$ cat config.mk
export PLATFORM = sky130hd
export DESIGN_NAME = pru_emit
export DESIGN_NICKNAME = d
export VERILOG_FILES = /design/src/hdl/pru_pkg.sv /design/src/hdl/pru_emit.sv
export SDC_FILE = /design/constraint.sdc
export NUM_CORES = 1
export LEC_CHECK = 0
export BUFFER_PORTS_ARGS = -buffer_cell sky130_fd_sc_hd__buf_4
export CAP_MARGIN = 15
export CORE_MARGIN = 4
export CORE_UTILIZATION = 49
export CTS_CLUSTER_SIZE = 30
export DETAILED_ROUTE_END_ITERATION = 12
export GPL_TIMING_DRIVEN = 0
export PLACE_DENSITY = 0.79
export SYNTH_ARGS = -nofsm -noshare
export SYNTH_HDL_FRONTEND = slang
export SYNTH_SLANG_ARGS = --single-unit
$ cat constraint.sdc
create_clock -name clk -period 2.6 [get_ports clk]
set_input_delay 0.39 -clock clk [delete_from_list [all_inputs] [get_ports clk]]
set_output_delay 0.39 -clock clk [all_outputs]
set_load 0.005 [all_outputs]
$ cat src/hdl/pru_pkg.sv
// Shared types, codes and constants of the pixel replication upscaler.
`timescale 1ns / 1ps

package pru_pkg;

	localparam int DEF_MAX_WIDTH = 1024;
	localparam int SCALE_W       = 5;
	localparam int SRC_WIDTH_W   = 11;
	localparam int CFG_DATA_W    = 11;
	localparam int REP_W         = 5;
	localparam int PAD_W         = 2;
	localparam int MAX_SCALE     = 16;

	typedef enum logic [0:0] {
		CMD_PIXEL  = 1'b0,
		CMD_REPLAY = 1'b1
	} cmd_t;

	typedef enum logic [1:0] {
		KIND_PIXEL  = 2'd0,
		KIND_PAD    = 2'd1,
		KIND_REJECT = 2'd2
	} kind_t;

	typedef enum logic [0:0] {
		REG_SCALE        = 1'b0,
		REG_SOURCE_WIDTH = 1'b1
	} reg_idx_t;

	typedef struct packed {
		logic [7:0] red;
		logic [7:0] green;
		logic [7:0] blue;
	} pix_t;

	typedef struct packed {
		cmd_t       cmd;
		logic [7:0] blue;
		logic [7:0] green;
		logic [7:0] red;
	} in_t;

	typedef struct packed {
		kind_t      kind;
		logic [7:0] out_blue;
		logic [7:0] out_green;
		logic [7:0] out_red;
		logic       row_end;
		logic       last;
	} out_t;

	typedef struct packed {
		logic               reject;
		logic               use_ram;
		pix_t               pix;
		logic [REP_W-1:0]   rep_cnt;
		logic [PAD_W-1:0]   pad_cnt;
		logic               rend;
	} job_t;

endpackage

$ cat src/hdl/pru_emit.sv
// Job register that expands one accepted item into its results, and the output register.
`timescale 1ns / 1ps

module pru_emit
	import pru_pkg::*;
(
	input  logic clk,
	input  logic arst_n,
	input  logic load,
	input  job_t job_in,
	input  pix_t ram_rdata,
	output logic job_ready,
	output logic result_valid,
	input  logic result_ready,
	output out_t result_data
);

	logic valid_s1;
	job_t job_s1;
	logic out_free;
	logic item_pix;
	logic item_final;
	logic advance;
	pix_t item_rgb;
	out_t item;

	assign out_free   = !result_valid || result_ready;
	assign advance    = valid_s1 && out_free;
	assign item_pix   = job_s1.rep_cnt != '0;
	assign item_final = item_pix ? ((job_s1.rep_cnt == REP_W'(1)) && (job_s1.pad_cnt == '0))
	                             : (job_s1.pad_cnt <= PAD_W'(1));
	assign job_ready  = !valid_s1 || (out_free && item_final);
	assign item_rgb   = job_s1.use_ram ? ram_rdata : job_s1.pix;

	always_comb begin
		item = '0;
		if (job_s1.reject) begin
			item.kind = KIND_REJECT;
		end else if (item_pix) begin
			item.kind      = KIND_PIXEL;
			item.out_blue  = item_rgb.blue;
			item.out_green = item_rgb.green;
			item.out_red   = item_rgb.red;
		end else begin
			item.kind = KIND_PAD;
		end
		item.row_end = item_final && job_s1.rend && !job_s1.reject;
		item.last    = item_final;
	end

	always_ff @(posedge clk or negedge arst_n) begin
		if (!arst_n) begin
			valid_s1 <= 1'b0;
		end else if (load) begin
			valid_s1 <= 1'b1;
		end else if (advance && item_final) begin
			valid_s1 <= 1'b0;
		end
	end

	always_ff @(posedge clk) begin
		if (load) begin
			job_s1 <= job_in;
		end else if (advance) begin
			if (item_pix) begin
				job_s1.rep_cnt <= job_s1.rep_cnt - REP_W'(1);
			end else if (job_s1.pad_cnt != '0) begin
				job_s1.pad_cnt <= job_s1.pad_cnt - PAD_W'(1);
			end
		end
	end

	always_ff @(posedge clk or negedge arst_n) begin
		if (!arst_n) begin
			result_valid <= 1'b0;
		end else if (advance) begin
			result_valid <= 1'b1;
		end else if (result_ready) begin
			result_valid <= 1'b0;
		end
	end

	always_ff @(posedge clk) begin
		if (advance) begin
			result_data <= item;
		end
	end

endmodule

[Yosys cells after proc, flatten, opt, wreduce, memory -nomap -nowiden]
Cells that the tools add are included.
Operators by class
  $add $sub $neg: 2
  $lt $le $gt $ge: 1
  eq/ne operators: 2
  multiplexer cells: 12
  bitwise operators: 1
  reductions and logical operators: 22
Operator list (number)
  $mux 24: 1
  $mux 7: 2
  $reduce_bool 2->1: 6
  $logic_and 1x1->1: 6
  $mux 1: 6
  $eq 5x1->1 const B: 1
  $mux 5: 1
  $reduce_bool 5->1: 1
  $sub 5x1->5 const B: 1
  $mux 2: 2
  $logic_not 1->1: 3
  $reduce_and 3->1: 1
  $le 2x1->1 const B: 1
  $logic_not 2->1: 1
  $logic_or 1x1->1: 2
  $ne 2x2->1 const B: 1
  $reduce_and 2->1: 1
  $reduce_or 2->1: 1
  $sub 2x1->2 const B: 1
  $not 1->1: 1
Storage, ports and cells
  flip-flop bits (word level): 64
  input port bits: 62
  output and inout bits: 30
  logic and storage cells: 56

[Logic depth before layout (Yosys ltp)]
  word-level depth: 6
  mapped depth: 7
  mapped depth without buffers: 5

[Worst setup path after synthesis]
OpenSTA, ideal clock, no wires.
  kind: reg2reg
  from: register job_s1[3] in the netlist's numbering
  to: register job_s1[1] in the netlist's numbering (enable)
  library setup time: 0.338 ns
  arrival time: 1.477 ns
  required time: 2.262 ns
  path slack: 0.786 ns
  cell stages (with the launch flop): 5
  buffers on the path: 0
  period minus slack after synthesis: 1.814 ns
  cell sequence: edfxtp_1 -> inv_1 -> ha_1 -> or4b_4 -> o31ai_1
Between the ends
  cells in the longest elaborated chain, start to end: 3
RTL lines
  from (decl): RTL line pru_emit.sv:19  | job_t job_s1;
  from (signal assigned): RTL line pru_emit.sv:63  | job_s1 <= job_in;
  $reduce_bool 5->1: RTL line pru_emit.sv:29  | assign item_pix = job_s1.rep_cnt != '0;
  $ne 2x2->1 (no line)
  $reduce_and 3->1 (no line)
No other way between the ends.
A chain may end at the register's enable or synchronous reset.

[Worst setup path in the final report]
  from: register job_s1[3] in the netlist's numbering
  to: output port job_ready
Between the ends
  cells in the longest elaborated chain, start to end: 5
  elaborated cells on any way between the ends: 6
  classes of those cells: 1 x eq/ne; 1 x mux; 4 x reduce/logical
RTL lines
  $eq 5x1->1: RTL line pru_emit.sv:30  | assign item_final = item_pix ? ((job_s1.rep_cnt == REP_W'(1)) && (job_s1.pad_cnt == '0))
  $logic_and 1x1->1: RTL line pru_emit.sv:30
  $mux 1 *: RTL line pru_emit.sv:30
  $logic_and 1x1->1 *: RTL line pru_emit.sv:32  | assign job_ready = !valid_s1 || (out_free && item_final);
  $logic_or 1x1->1 *: RTL line pru_emit.sv:32
  to (decl): RTL line pru_emit.sv:12  | output logic job_ready,
Mark *: on every way between the ends. The rest lies on a longest branch, timed or not.

==> summary.md <==
| Metric | Value |
|---|---|
| Top cells by instance count after synthesis | `sky130_fd_sc_hd__edfxtp_1, sky130_fd_sc_hd__mux2i_1, sky130_fd_sc_hd__nor2_1, sky130_fd_sc_hd__inv_1, sky130_fd_sc_hd__nor2_2` |
| Critical path class | `flip-flop to primary output` |
| Proportion of synthesized flip-flops having asynchronous set or reset | `3.125%` |
| TritonCTS clock tree | `done` |
| Most common cell in the synthesized netlist | `sky130_fd_sc_hd__edfxtp_1` |
| Via density per instance | `4.753` |
| Clock net sink count | `64` |
| GR Overflow Total | `0` |
| P_leak | `1.559 nW` |
| Top FF cell, synth | `sky130_fd_sc_hd__edfxtp_1` |
| Pin count of the biggest net entering global routing | `30` |
| Critical path arrival | `1.82 ns` |
| Fraction of the mapped netlist area in compound gates | `2.725%` |
| Worst path max stage delay | `0.46 ns` |
| Storage cell area | `1912 µm²` |
| Max-capacitance violation count | `0` |
| Hold Vio Cnt, Final | `0` |
| Overall global routing resource usage | `16.67%` |
| Count of flip-flops with a built-in enable after synthesis | `62` |
| Number of levels in the clock H-tree | `3` |
| Worst hold slack after final layout | `0.2391 ns` |
| Wire length of the first global-routing pass | `7879 µm` |
| RePlAce Congestion | `0.7996` |
| Input/output buffers | `91` |
| Worst-case clock buffer depth | `2` |
| Post-synthesis share of cell area spent on full adders, half adders and majority gates | `1.912%` |
| Run status | `complete, no violations` |
| Area growth from synthesis to final layout | `37.62%` |
| Starting density of the core | `50.93%` |
| Routed wire per std cell | `15.38 µm` |
| Synthesized area | `2618 µm²` |
| Root Buffer Master | `sky130_fd_sc_hd__clkbuf_8` |
| Leading area contributor after synthesis | `sky130_fd_sc_hd__edfxtp_1` |
| Pre-antenna DRT Iters | `4` |
| Vias post-DR | `1635` |
| Rel. slew slack | `27.23%` |
| Die X | `81.09 µm` |
| Combinational family with the most area after synthesis | `multiplexers` |
| Fraction of the yosys area taken by sequential cells | `73.04%` |
| Standard-cell row count | `26` |
| DR iter-0 viols | `85` |
| Number of antenna violations at the first check in global routing | `0` |
| Ports | `92` |
| Crit path capture type | `primary output` |
| Antenna Violating Nets Remaining | `0` |
| Fin crit share | `85.19%` |
| Worst Path Required | `2.21 ns` |
| Area of the die | `6576 µm²` |
| Maximum ir drop on the vdd rail | `0.0004010 V` |
| Slowest cell on crit path | `sky130_fd_sc_hd__edfxtp_1` |
| Source-to-sink clock delay at the later pin of the worst-skew pair | `0.32 ns` |
| Crit path time final | `2.215 ns` |
| Share of cell area taken by muxes after synthesis | `9.608%` |
| Largest cells by area after synthesis | `sky130_fd_sc_hd__edfxtp_1, sky130_fd_sc_hd__mux2i_1, sky130_fd_sc_hd__nor2_1` |
| Antenna fix cells | `0` |
| Number of CTS-inserted buffers | `9` |
| Final net count | `335` |
| WL final | `5290 µm` |
| Unrepaired setup endpoints after global routing | `no` |
| Via count of the first global-routing pass | `1666` |
| Count of cells resized by post-cts repair | `0` |
| Cell count after synthesis | `166` |
| Clock-pin slew reported for the worst setup and hold paths after clock tree synthesis | `0.07 ns` |
| Fin Clk Skew | `0.006401 ns` |
| Post-CTS setup buffer count | `0` |
| Ratio of cells with drive above 1 in the final layout | `43.80%` |
| Hold/Removal Path Class | `primary input to flip-flop` |
| Startpoint Class | `flip-flop` |
| Core region area | `5140 µm²` |
| Peak Freq | `451.5 MHz` |
| Maximum fanout along the worst path | `5` |
| Flops & latches, synth | `64` |
| Sum of net half-perimeters after detailed placement | `3846 µm` |
| Area share of the largest cell type after synthesis | `71.13%` |
| Synthesized Nets | `232` |
| Cell area power density | `698.4 nW/µm²` |
| Filler instances | `393` |
| Worst Max-Slew Pin Slew | `1.090 ns` |
| Yosys warns | `0` |
| Top cell family by delay on the critical path | `flip-flops` |
| Buffer and inverter count on the worst path | `2` |
| Setup total negative slack | `0 ns` |
| Critical-path cell list | `inv_1 -> ha_1 -> a21o_2 -> nand4b_1 -> o21ai_0 -> buf_4` |
| Area of combinational cells with multiple inputs | `619.3 µm²` |
| Final setup violation count | `0` |
| Simple-gate share of the synthesized area | `8.748%` |
| Distinct cell type count of the synthesized netlist | `31` |
| Area share of xor/xnor cells in the synthesized design | `0.6692%` |
| Final slew viol count | `0` |
| Mean Syn Cell Area | `15.77 µm²` |
| Vert. Die Dim | `81.09 µm` |
| Residual DRC | `0` |
==> metal layers <==
layer / global-route usage, % / up-vias / routed length [µm]
met5: 0 / - / 0
met4: 7.432 / 0 / 73
met3: 4.878 / 9 / 398
met2: 28.74 / 54 / 2757
met1: 19.19 / 761 / 2061
li1: - / 811 / -
==> flip-flops by register name (all words and copies together) (netlist names) <==
signal and cells:
job_s1 34, result_data 28, result_valid 1, valid_s1 1
==> stage by stage <==
step / instances / worst slack [ns] / cell area (µm²) / utilization [%] / power (mW)
finish: 344 / 0.3850 / 3602 / 70.08 / 2.516
global route: 344 / 0.2272 / 3602 / 70.08 / 2.623
CTS: 344 / 0.3697 / 3602 / 70.08 / 2.533
detailed placement: 327 / 0.5534 / 3388 / 65.92 / 1.645
global placement: 327 / 0.6336 / 3388 / 65.92 / 1.635
floorplan: 166 / 0.7856 / 2618 / - / 1.458
==> layout make-up <==
cell class | count | area share, %
Multi-Input combinational cell | 88 | 17.19
Timing Repair Buffer | 92 | 19.24
Inverter | 7 | 0.7294
Clock buffer | 12 | 3.751
Tap cell | 70 | 2.431
Buffer | 7 | 1.667
Clock inverter | 4 | 1.910
Sequential cell | 64 | 53.07
==> kinds of logic (layout without fill, tap and decap cells) <==
logic type	Yosys count	count (layout)
AO/OA/AOI/OAI	11	11
XOR/XNOR	2	2
adder cells (fa/ha/maj)	4	4
buffers and inverters	14	122
flip-flops	64	64
multiplexers	25	25
AND/OR/NAND/NOR	46	46
==> what timing repair did <==
item	in CTS	in global routing
hold buffers	1	0
endpoints found under the setup margin	0	0
hold endpoints to repair	2	0
==> path summary, 6_finish.rpt <==
path	start	to	slack, ns	cells after the start
max in group asynchronous	arst_n	valid_s1$_DFFE_PN0P_	2.14	2
hold reg to reg	job_s1[33]$_DFFE_PP_	result_data[27]$_SDFFCE_PP1P_	0.52	0
min in group asynchronous	arst_n	result_valid$_DFFE_PN0P_	0.38	2
setup reg to reg	job_s1[3]$_DFFE_PP_	job_s1[2]$_DFFE_PP_	0.54	4
hold / removal	job_in[22]	job_s1[22]$_DFFE_PP_	0.24	1
setup / recovery	job_s1[3]$_DFFE_PP_	job_ready	0.39	6
==> where the power goes <==
group / internal (mW) / switching (mW) / total, mW / leakage, nW
combinational: 0.188 / 0.150 / 0.338 / 0.820
clock: 0.537 / 0.356 / 0.893 / 0.102
sequential: 1.25 / 0.0353 / 1.29 / 0.638
total: 1.97 / 0.541 / 2.52 / 1.56
==> cell usage in the layout, fill, tap and decap left out, types with 2 or more instances in the layout <==
cell,synthesis,routed
sky130_fd_sc_hd__buf_4,0,91
sky130_fd_sc_hd__buf_6,2,2
sky130_fd_sc_hd__dfrtp_1,2,2
sky130_fd_sc_hd__clkbuf_1,2,5
sky130_fd_sc_hd__nand2_1,6,6
sky130_fd_sc_hd__clkbuf_8,0,9
sky130_fd_sc_hd__nor2_2,7,7
sky130_fd_sc_hd__mux2i_1,24,24
sky130_fd_sc_hd__ha_1,4,4
sky130_fd_sc_hd__bufinv_16,0,2
sky130_fd_sc_hd__inv_1,7,7
sky130_fd_sc_hd__buf_2,2,2
sky130_fd_sc_hd__edfxtp_1,62,62
sky130_fd_sc_hd__nand2b_1,2,2
sky130_fd_sc_hd__o21ai_0,5,5
sky130_fd_sc_hd__nor3_1,2,2
sky130_fd_sc_hd__nor2_1,22,22
No activity file was read; power rests on OpenSTA's default activity.
