$ cat src/hdl/pru_pkg.sv
// Shared types, codes and constants of the pixel replication upscaler.
`timescale 1ns / 1ps

package pru_pkg;

	localparam int DEF_MAX_WIDTH = 1024;
	localparam int SCALE_W       = 5;
	localparam int SRC_WIDTH_W   = 11;
	localparam int CFG_DATA_W    = 11;
	localparam int REP_W         = 5;
	localparam int PAD_W         = 2;
	localparam int MAX_SCALE     = 16;

	typedef enum logic [0:0] {
		CMD_PIXEL  = 1'b0,
		CMD_REPLAY = 1'b1
	} cmd_t;

	typedef enum logic [1:0] {
		KIND_PIXEL  = 2'd0,
		KIND_PAD    = 2'd1,
		KIND_REJECT = 2'd2
	} kind_t;

	typedef enum logic [0:0] {
		REG_SCALE        = 1'b0,
		REG_SOURCE_WIDTH = 1'b1
	} reg_idx_t;

	typedef struct packed {
		logic [7:0] red;
		logic [7:0] green;
		logic [7:0] blue;
	} pix_t;

	typedef struct packed {
		cmd_t       cmd;
		logic [7:0] blue;
		logic [7:0] green;
		logic [7:0] red;
	} in_t;

	typedef struct packed {
		kind_t      kind;
		logic [7:0] out_blue;
		logic [7:0] out_green;
		logic [7:0] out_red;
		logic       row_end;
		logic       last;
	} out_t;

	typedef struct packed {
		logic               reject;
		logic               use_ram;
		pix_t               pix;
		logic [REP_W-1:0]   rep_cnt;
		logic [PAD_W-1:0]   pad_cnt;
		logic               rend;
	} job_t;

endpackage

$ cat src/hdl/pru_ctrl.sv
// Configuration registers, fill and replay bookkeeping, and line store access.
`timescale 1ns / 1ps

module pru_ctrl
	import pru_pkg::*;
#(
	parameter int MAX_WIDTH = DEF_MAX_WIDTH,
	localparam int AW = (MAX_WIDTH > 1) ? $clog2(MAX_WIDTH) : 1,
	localparam int CW = $clog2(MAX_WIDTH + 1),
	localparam int WW = (CW > SRC_WIDTH_W) ? CW : SRC_WIDTH_W
) (
	input  logic                  clk,
	input  logic                  arst_n,
	input  logic                  cfg_we,
	input  reg_idx_t              cfg_index,
	input  logic [CFG_DATA_W-1:0] cfg_data,
	input  logic                  take,
	input  in_t                   item,
	output job_t                  job,
	output logic                  ram_we,
	output logic [AW-1:0]         ram_waddr,
	output pix_t                  ram_wdata,
	output logic                  ram_re,
	output logic [AW-1:0]         ram_raddr
);

	logic [SCALE_W-1:0]     scale_q;
	logic [SRC_WIDTH_W-1:0] width_q;
	logic [AW-1:0]          fill_column_q;
	logic                   replay_pending_q;
	logic [3:0]             rows_left_q;
	logic [CW-1:0]          replay_column_q;
	logic [3:0]             repeat_count_q;
	logic [PAD_W-1:0]       pad_count_q;

	logic [SCALE_W-1:0] s_eff;
	logic [WW-1:0]      src_w;
	logic [CW-1:0]      w_eff;
	logic [3:0]         ws_low;
	logic [PAD_W-1:0]   pad;
	logic               row_done;
	logic [CW:0]        col_next;
	logic [SCALE_W-1:0] rep_next;
	logic [PAD_W:0]     pad_next;
	logic               replay_pix;
	logic               col_step;
	logic               finish;
	pix_t               in_pix;

	always_comb begin
		if (scale_q == '0) begin
			s_eff = SCALE_W'(1);
		end else if (scale_q > SCALE_W'(MAX_SCALE)) begin
			s_eff = SCALE_W'(MAX_SCALE);
		end else begin
			s_eff = scale_q;
		end
		src_w = WW'(width_q);
		if (src_w == '0) begin
			w_eff = CW'(1);
		end else if (src_w > WW'(MAX_WIDTH)) begin
			w_eff = CW'(MAX_WIDTH);
		end else begin
			w_eff = CW'(src_w);
		end
	end

	// The row length in bytes is w*s*3, so the pad count is (w*s) mod 4.
	assign ws_low = {2'b00, w_eff[1:0]} * {2'b00, s_eff[1:0]};
	assign pad    = ws_low[PAD_W-1:0];

	assign in_pix     = '{red: item.red, green: item.green, blue: item.blue};
	assign row_done   = ((CW + 1)'(fill_column_q) + (CW + 1)'(1)) >= (CW + 1)'(w_eff);
	assign replay_pix = replay_column_q < w_eff;
	assign rep_next   = SCALE_W'(repeat_count_q) + SCALE_W'(1);
	assign col_step   = rep_next >= s_eff;
	assign col_next   = (CW + 1)'(replay_column_q) + (CW + 1)'(1);
	assign pad_next   = (PAD_W + 1)'(pad_count_q) + (PAD_W + 1)'(1);

	always_comb begin
		job        = '0;
		finish     = 1'b0;
		if (item.cmd == CMD_PIXEL) begin
			if (replay_pending_q) begin
				job.reject = 1'b1;
			end else begin
				job.pix     = in_pix;
				job.rep_cnt = s_eff;
				job.pad_cnt = row_done ? pad : '0;
				job.rend    = row_done;
			end
		end else if (!replay_pending_q) begin
			job.reject = 1'b1;
		end else if (replay_pix) begin
			job.use_ram = 1'b1;
			job.rep_cnt = REP_W'(1);
			job.rend    = col_step && (col_next >= (CW + 1)'(w_eff)) && (pad == '0);
			finish      = job.rend;
		end else begin
			job.pad_cnt = PAD_W'(1);
			job.rend    = (pad == '0) || (pad_next >= (PAD_W + 1)'(pad));
			finish      = job.rend;
		end
	end

	assign ram_we    = take && (item.cmd == CMD_PIXEL) && !replay_pending_q;
	assign ram_waddr = fill_column_q;
	assign ram_wdata = in_pix;
	assign ram_re    = take && (item.cmd == CMD_REPLAY) && replay_pending_q && replay_pix;
	assign ram_raddr = replay_column_q[AW-1:0];

	always_ff @(posedge clk or negedge arst_n) begin
		if (!arst_n) begin
			scale_q <= SCALE_W'(1);
			width_q <= SRC_WIDTH_W'(1);
		end else if (cfg_we) begin
			unique case (cfg_index)
				REG_SCALE: begin
					scale_q <= cfg_data[SCALE_W-1:0];
				end
				REG_SOURCE_WIDTH: begin
					width_q <= cfg_data[SRC_WIDTH_W-1:0];
				end
			endcase
		end
	end

	always_ff @(posedge clk or negedge arst_n) begin
		if (!arst_n) begin
			fill_column_q    <= '0;
			replay_pending_q <= 1'b0;
			rows_left_q      <= '0;
			replay_column_q  <= '0;
			repeat_count_q   <= '0;
			pad_count_q      <= '0;
		end else if (take) begin
			if (ram_we) begin
				if (row_done) begin
					fill_column_q <= '0;
					if (s_eff > SCALE_W'(1)) begin
						replay_pending_q <= 1'b1;
						rows_left_q      <= 4'(s_eff - SCALE_W'(1));
						replay_column_q  <= '0;
						repeat_count_q   <= '0;
						pad_count_q      <= '0;
					end
				end else begin
					fill_column_q <= fill_column_q + AW'(1);
				end
			end else if ((item.cmd == CMD_REPLAY) && replay_pending_q) begin
				if (finish) begin
					replay_column_q <= '0;
					repeat_count_q  <= '0;
					pad_count_q     <= '0;
					if (rows_left_q <= 4'd1) begin
						rows_left_q      <= '0;
						replay_pending_q <= 1'b0;
					end else begin
						rows_left_q <= rows_left_q - 4'd1;
					end
				end else if (replay_pix) begin
					if (col_step) begin
						repeat_count_q  <= '0;
						replay_column_q <= col_next[CW-1:0];
					end else begin
						repeat_count_q <= rep_next[3:0];
					end
				end else begin
					pad_count_q <= pad_next[PAD_W-1:0];
				end
			end
		end
	end

endmodule

$ cat config.mk
export PLATFORM = sky130hd
export DESIGN_NAME = pru_ctrl
export DESIGN_NICKNAME = d
export VERILOG_FILES = /design/src/hdl/pru_pkg.sv /design/src/hdl/pru_ctrl.sv
export SDC_FILE = /design/constraint.sdc
export NUM_CORES = 1
export LEC_CHECK = 0
export BUFFER_PORTS_ARGS = -buffer_cell sky130_fd_sc_hd__buf_2
export CAP_MARGIN = 30
export CORE_MARGIN = 2
export CORE_UTILIZATION = 45
export CTS_BUF_LIST = sky130_fd_sc_hd__clkbuf_2
export CTS_CLUSTER_DIAMETER = 120
export CTS_CLUSTER_SIZE = 8
export DETAILED_ROUTE_END_ITERATION = 16
export PLACE_DENSITY = 0.71
export RECOVER_POWER = 100
export SLEW_MARGIN = 20
export SYNTH_ARGS = -nofsm -noshare
export SYNTH_HDL_FRONTEND = slang
export SYNTH_SLANG_ARGS = --single-unit
$ cat constraint.sdc
create_clock -name clk -period 4.4 [get_ports clk]
set_clock_uncertainty 0.2 [all_clocks]
set_input_delay 0.66 -clock clk [delete_from_list [all_inputs] [get_ports clk]]
set_output_delay 0.66 -clock clk [all_outputs]
set_load 0.02 [all_outputs]
## Yosys cells after proc, flatten, opt, wreduce, memory -nomap -nowiden

Index checks and enable logic that the tools add are counted.

| cells by class | value |
|---|---|
| add/subtract/negate cells | 7 |
| multipliers | 1 |
| order comparisons | 9 |
| equal/unequal tests | 3 |
| mux-type cells | 53 |
| bitwise gates (word level) | 2 |
| reduce and logical (&&, ||, !) cells | 26 |

Operators by type and width:

| cell | number |
|---|---|
| 2-to-1 mux 11 bit | 9 |
| 2-to-1 mux 4 bit | 14 |
| 2-to-1 mux 32 bit | 1 |
| 2-to-1 mux 24 bit | 1 |
| 2-to-1 mux 1 bit | 17 |
| AND reduction 5 bit | 3 |
| 2-to-1 mux 2 bit | 7 |
| adder 11 x 1 -> 12 bit (second input constant) | 1 |
| >= comparator 12 x 11 -> 1 bit | 1 |
| AND reduction 6 bit | 2 |
| adder 10 x 1 -> 11 bit (second input constant) | 1 |
| >= comparator 11 bit | 1 |
| > comparator 11 bit (second input constant) | 1 |
| logical NOT 11 bit | 1 |
| less-than comparator 11 bit | 1 |
| adder 10 x 1 -> 10 bit (second input constant) | 1 |
| 2-to-1 mux 10 bit | 1 |
| 2-to-1 mux 5 bit | 2 |
| logical AND 1 bit | 8 |
| 2-to-1 mux 8 bit | 1 |
| subtractor 4 x 1 -> 4 bit (second input constant) | 2 |
| AND reduction 2 bit | 3 |
| nonzero test 2 bit | 3 |
| nonzero test 3 bit | 2 |
| 15 further kinds | 17 |

| storage, ports and cells | value |
|---|---|
| flip-flop bits (word level) | 48 |
| input bits | 41 |

## Depth between registers and ports, before layout

| logic depth | value |
|---|---|
| depth in word-level cells | 12 |
| mapped depth | 16 |
| mapped depth without buffers | 15 |

## Worst setup path before layout

No wires, ideal clock.

| path | value |
|---|---|
| kind | register -> output |
| start point | register fill_column_q[0] (netlist: ram_waddr[0]) |
| end point | output job[1] in the netlist's numbering |
| arrival time | 3294 ps |
| slack | 246 ps |
| cell stages (with the launch flop) | 15 |
| cells stage by stage | dfrtp_1 -> ha_1 -> nand3_1 -> or2_2 -> inv_1 -> and3_1 -> xor2_1 -> ha_1 -> o21ai_0 -> a21oi_1 -> a21boi_0 -> or2_2 -> clkbuf_1 -> nand2_1 -> o21ai_0 |

RTL lines:

| item | RTL line | RTL |
|---|---|---|
| start, declared | pru_ctrl.sv:29 | `logic [AW-1:0] fill_column_q;` |
| start signal, assigned | pru_ctrl.sv:148 | `fill_column_q <= fill_column_q + AW'(1);` |
| end, declared | pru_ctrl.sv:19 | `output job_t job,` |

==> results.json <==
{
  "wl_per_cell_um": 15.9,
  "nFillCells": 865,
  "yosysTopAreaCellShare": 0.275,
  "place_area_um2": 4730,
  "power_density_nw_per_um2": 444,
  "die_area_um2": 10100,
  "multi_input_area_um2": 2740,
  "hold_class": "in2reg",
  "fp.dieH_um": 100,
  "area_growth_pct": 18.0,
  "drive_above_1_share": 0.247,
  "fmax_ghz": 0.238,
  "tightest_slew_ps": 1360,
  "peakVddDrop_uv": 203,
  "cp_max_fo": 4,
  "crit_path_max_incr_delay_ps": 470,
  "finalHoldWorstSlack_ps": 232,
  "yosysMostFrequentCell": "nand2_1",
  "detail-route-antenna-nets": 0,
  "antenna_cells": 0,
  "rows": 35,
  "start_util": 0.457,
  "status": "finished, final reports clean",
  "hold_viol": 0,
  "nets": 674,
  "arrival_ps": 3340,
  "synth_nets": 571,
  "relSlewSlack": 0.0954,
  "seqCellArea_um2": 1210,
  "firstDrtPassIters": 4,
  "io_buffers": 120,
  "synth.distinct_cells": 62,
  "htree_levels": 2,
  "cp.required_ps": 3540,
  "ys_seq_area_frac": 0.288,
  "grt_max_degree": 26,
  "cap_violations": 0,
  "period_needed_ps": 4200,
  "synth_area_leaders": "dfrtp_1 27%, ha_1 14%, buf_4 6.1%",
  "maxSlewViolCount": 0,
  "top_level_ports": 121,
  "clock-sinks": 48,
  "grt_overflow": 0,
  "ys.flop_type": "dfrtp_1",
  "syn_area_um2": 4190,
  "clk_pin_slew_ps": 250,
  "min_from": "cfg_data[10]",
  "dp_slack_ps": 132,
  "syn_avg_cell_area_um2": 8.69,
  "r2r-start": "replay_column_q[4]",
  "synth_top_area_cell": "dfrtp_1",
  "period_share": 0.955,
  "drcViolationCount": 0,
  "fin_ws_ps": 198,
  "crit_path_end_kind": "output port",
  "start_kind": "flip-flop",
  "root_buffer": "clkbuf_2",
  "grt_antenna_before_repair": 0,
  "syn_inst": 482,
  "p_leak_nw": 2.26,
  "grt_pass1_vias": 3602,
  "tns_ps": 0,
  "core_um2": 9150,
  "ys.warnings.count": 0,
  "crit_path_top_delay_cell": "dfrtp_1",
  "die_w_um": 100,
  "worst-r2r-setup-slack_ps": 300,
  "cts_made_buffers": 5,
  "async_flop_share": 1.00,
  "clkLatencyLatePin_ps": 450,
  "ys_ff_latch": 48,
  "track_usage": 0.210,
  "viasPerCell": 5.58,
  "synth_common_cells": "57 x nand2_1, 47 x ha_1, 46 x dfrtp_1",
  "grt_pass1_wl_um": 17300,
  "clock_path_buffers": 2,
  "cts_tree": "yes",
  "r2r_cells": 16,
  "r2r-end": "replay_column_q[8]",
  "synth-edff-count": 0,
  "setup_viol": 0,
  "finalInstanceArea_um2": 4940,
  "min_path_cells": 2,
  "dpl.hpwl_um": 8660,
  "finalWeightedCongestion": 0.892,
  "critPathKind": "reg2out",
  "worstPathCellList": "nor4_4, a31oi_2, nor2_2, ha_1, a21bo_2, a2111oi_2, a32oi_1, a211oi_2, a22oi_2, nand2_1, buf_2",
  "hold_path_end": "src_w[10]",
  "vias": 3889,
  "drtIter0Drc": 213,
  "wl_um": 11100
}
cells in the final DEF, fill, tap and decap left out, types with 4 or more instances in the layout:
cell	count
clkbuf_2	5
and2_1	16
o211ai_1	5
ha_1	44
o21ai_0	23
buf_2	56
clkbuf_1	63
or3_1	6
and3_1	5
a21o_1	8
nand3_2	4
a22o_1	5
nor2_2	4
nand2b_1	5
inv_1	16
buf_4	26
xor2_1	8
nor2_1	18
and2_0	9
nand2_1	56
o21ai_1	7
nor3_1	11
xnor2_1	10
mux2_2	15
dfrtp_1	44
nand3_1	15
a21oi_1	16
nor2b_1	4
state kept, by name, summed over array words and instances (netlist names):
name / count
pad_count_q: 2
ram_waddr: 10
repeat_count_q: 4
replay_column_q: 11
replay_pending_q: 1
rows_left_q: 4
scale_q: 5
src_w: 11
layout make-up:
| class | instances | share of cell area |
|---|---|---|
| Tap cell | 111 | 0.0281 |
| Clock inverter | 3 | 0.00861 |
| Multi-Input combinational cell | 366 | 0.554 |
| Clock buffer | 5 | 0.00506 |
| Timing Repair Buffer | 146 | 0.146 |
| Sequential cell | 48 | 0.244 |
| Inverter | 18 | 0.0137 |
cells by family after synthesis:
kind of cell / share of synthesized area
AOI/OAI and AO/OA: 0.175
xor gates and xnor gates: 0.0418
adders and majority gates: 0.145
buffers and inverters: 0.0920
DFF: 0.288
muxes: 0.0403
and+or+nand+nor: 0.218
layer usage:
layer,vias up,routed length (um),track usage
met3,8,426,0.0291
met1,1882,5090,0.298
met2,101,5430,0.342
met5,-,0,0
met4,0,102,0.0443
li1,1898,-,-
power breakdown:
part | internal [mW] | total, mW | leakage [nW] | switching, mW
logic | 0.515 | 1.26 | 1.62 | 0.749
clock network | 0.0954 | 0.248 | 0.0406 | 0.152
registers | 0.542 | 0.681 | 0.603 | 0.140
total | 1.15 | 2.19 | 2.26 | 1.04
how the worst max path moves through the flow:
stage / slack [ps] / endpoint / startpoint / cells after the start
2_1_floorplan: 250 / job[1] / ram_waddr[0] / 14
3_3_place_gp: 250 / job[1] / ram_waddr[1] / 13
3_5_place_dp: 130 / job[1] / ram_waddr[1] / 13
4_1_cts: 0.4 / job[1] / ram_waddr[0] / 13
5_1_grt: -30 / job[1] / ram_waddr[0] / 13
6_report: 200 / job[0] / src_w[6] / 11
timing repair:
item                       4_1_cts  5_1_grt
hold endpoints to repair        24        0
hold buffers                     1        0
buffers inserted                 6        4
gates resized for setup         10       30
cloned                           0        0
setup endpoints to repair        3        6
pin swaps                        2       11
worst max-delay path, delay by kind of cell (launching register included):
| kind | cells | cell delay (ps) |
|---|---|---|
| flops | 1 | 470 |
| compound gates | 6 | 1250 |
| buf+inv | 1 | 160 |
| simple gates | 3 | 740 |
| fa+ha+maj | 1 | 300 |
through the flow:
step | power (mW) | cells | util
after CTS | 2.17 | 693 | 0.534
after floorplan | 1.51 | 482 | -
after detailed placement | 1.87 | 678 | 0.517
after global routing | 2.38 | 697 | 0.540
after global placement | 1.82 | 677 | 0.515
final | 2.19 | 697 | 0.540
Power figures use the tool's default switching activity.
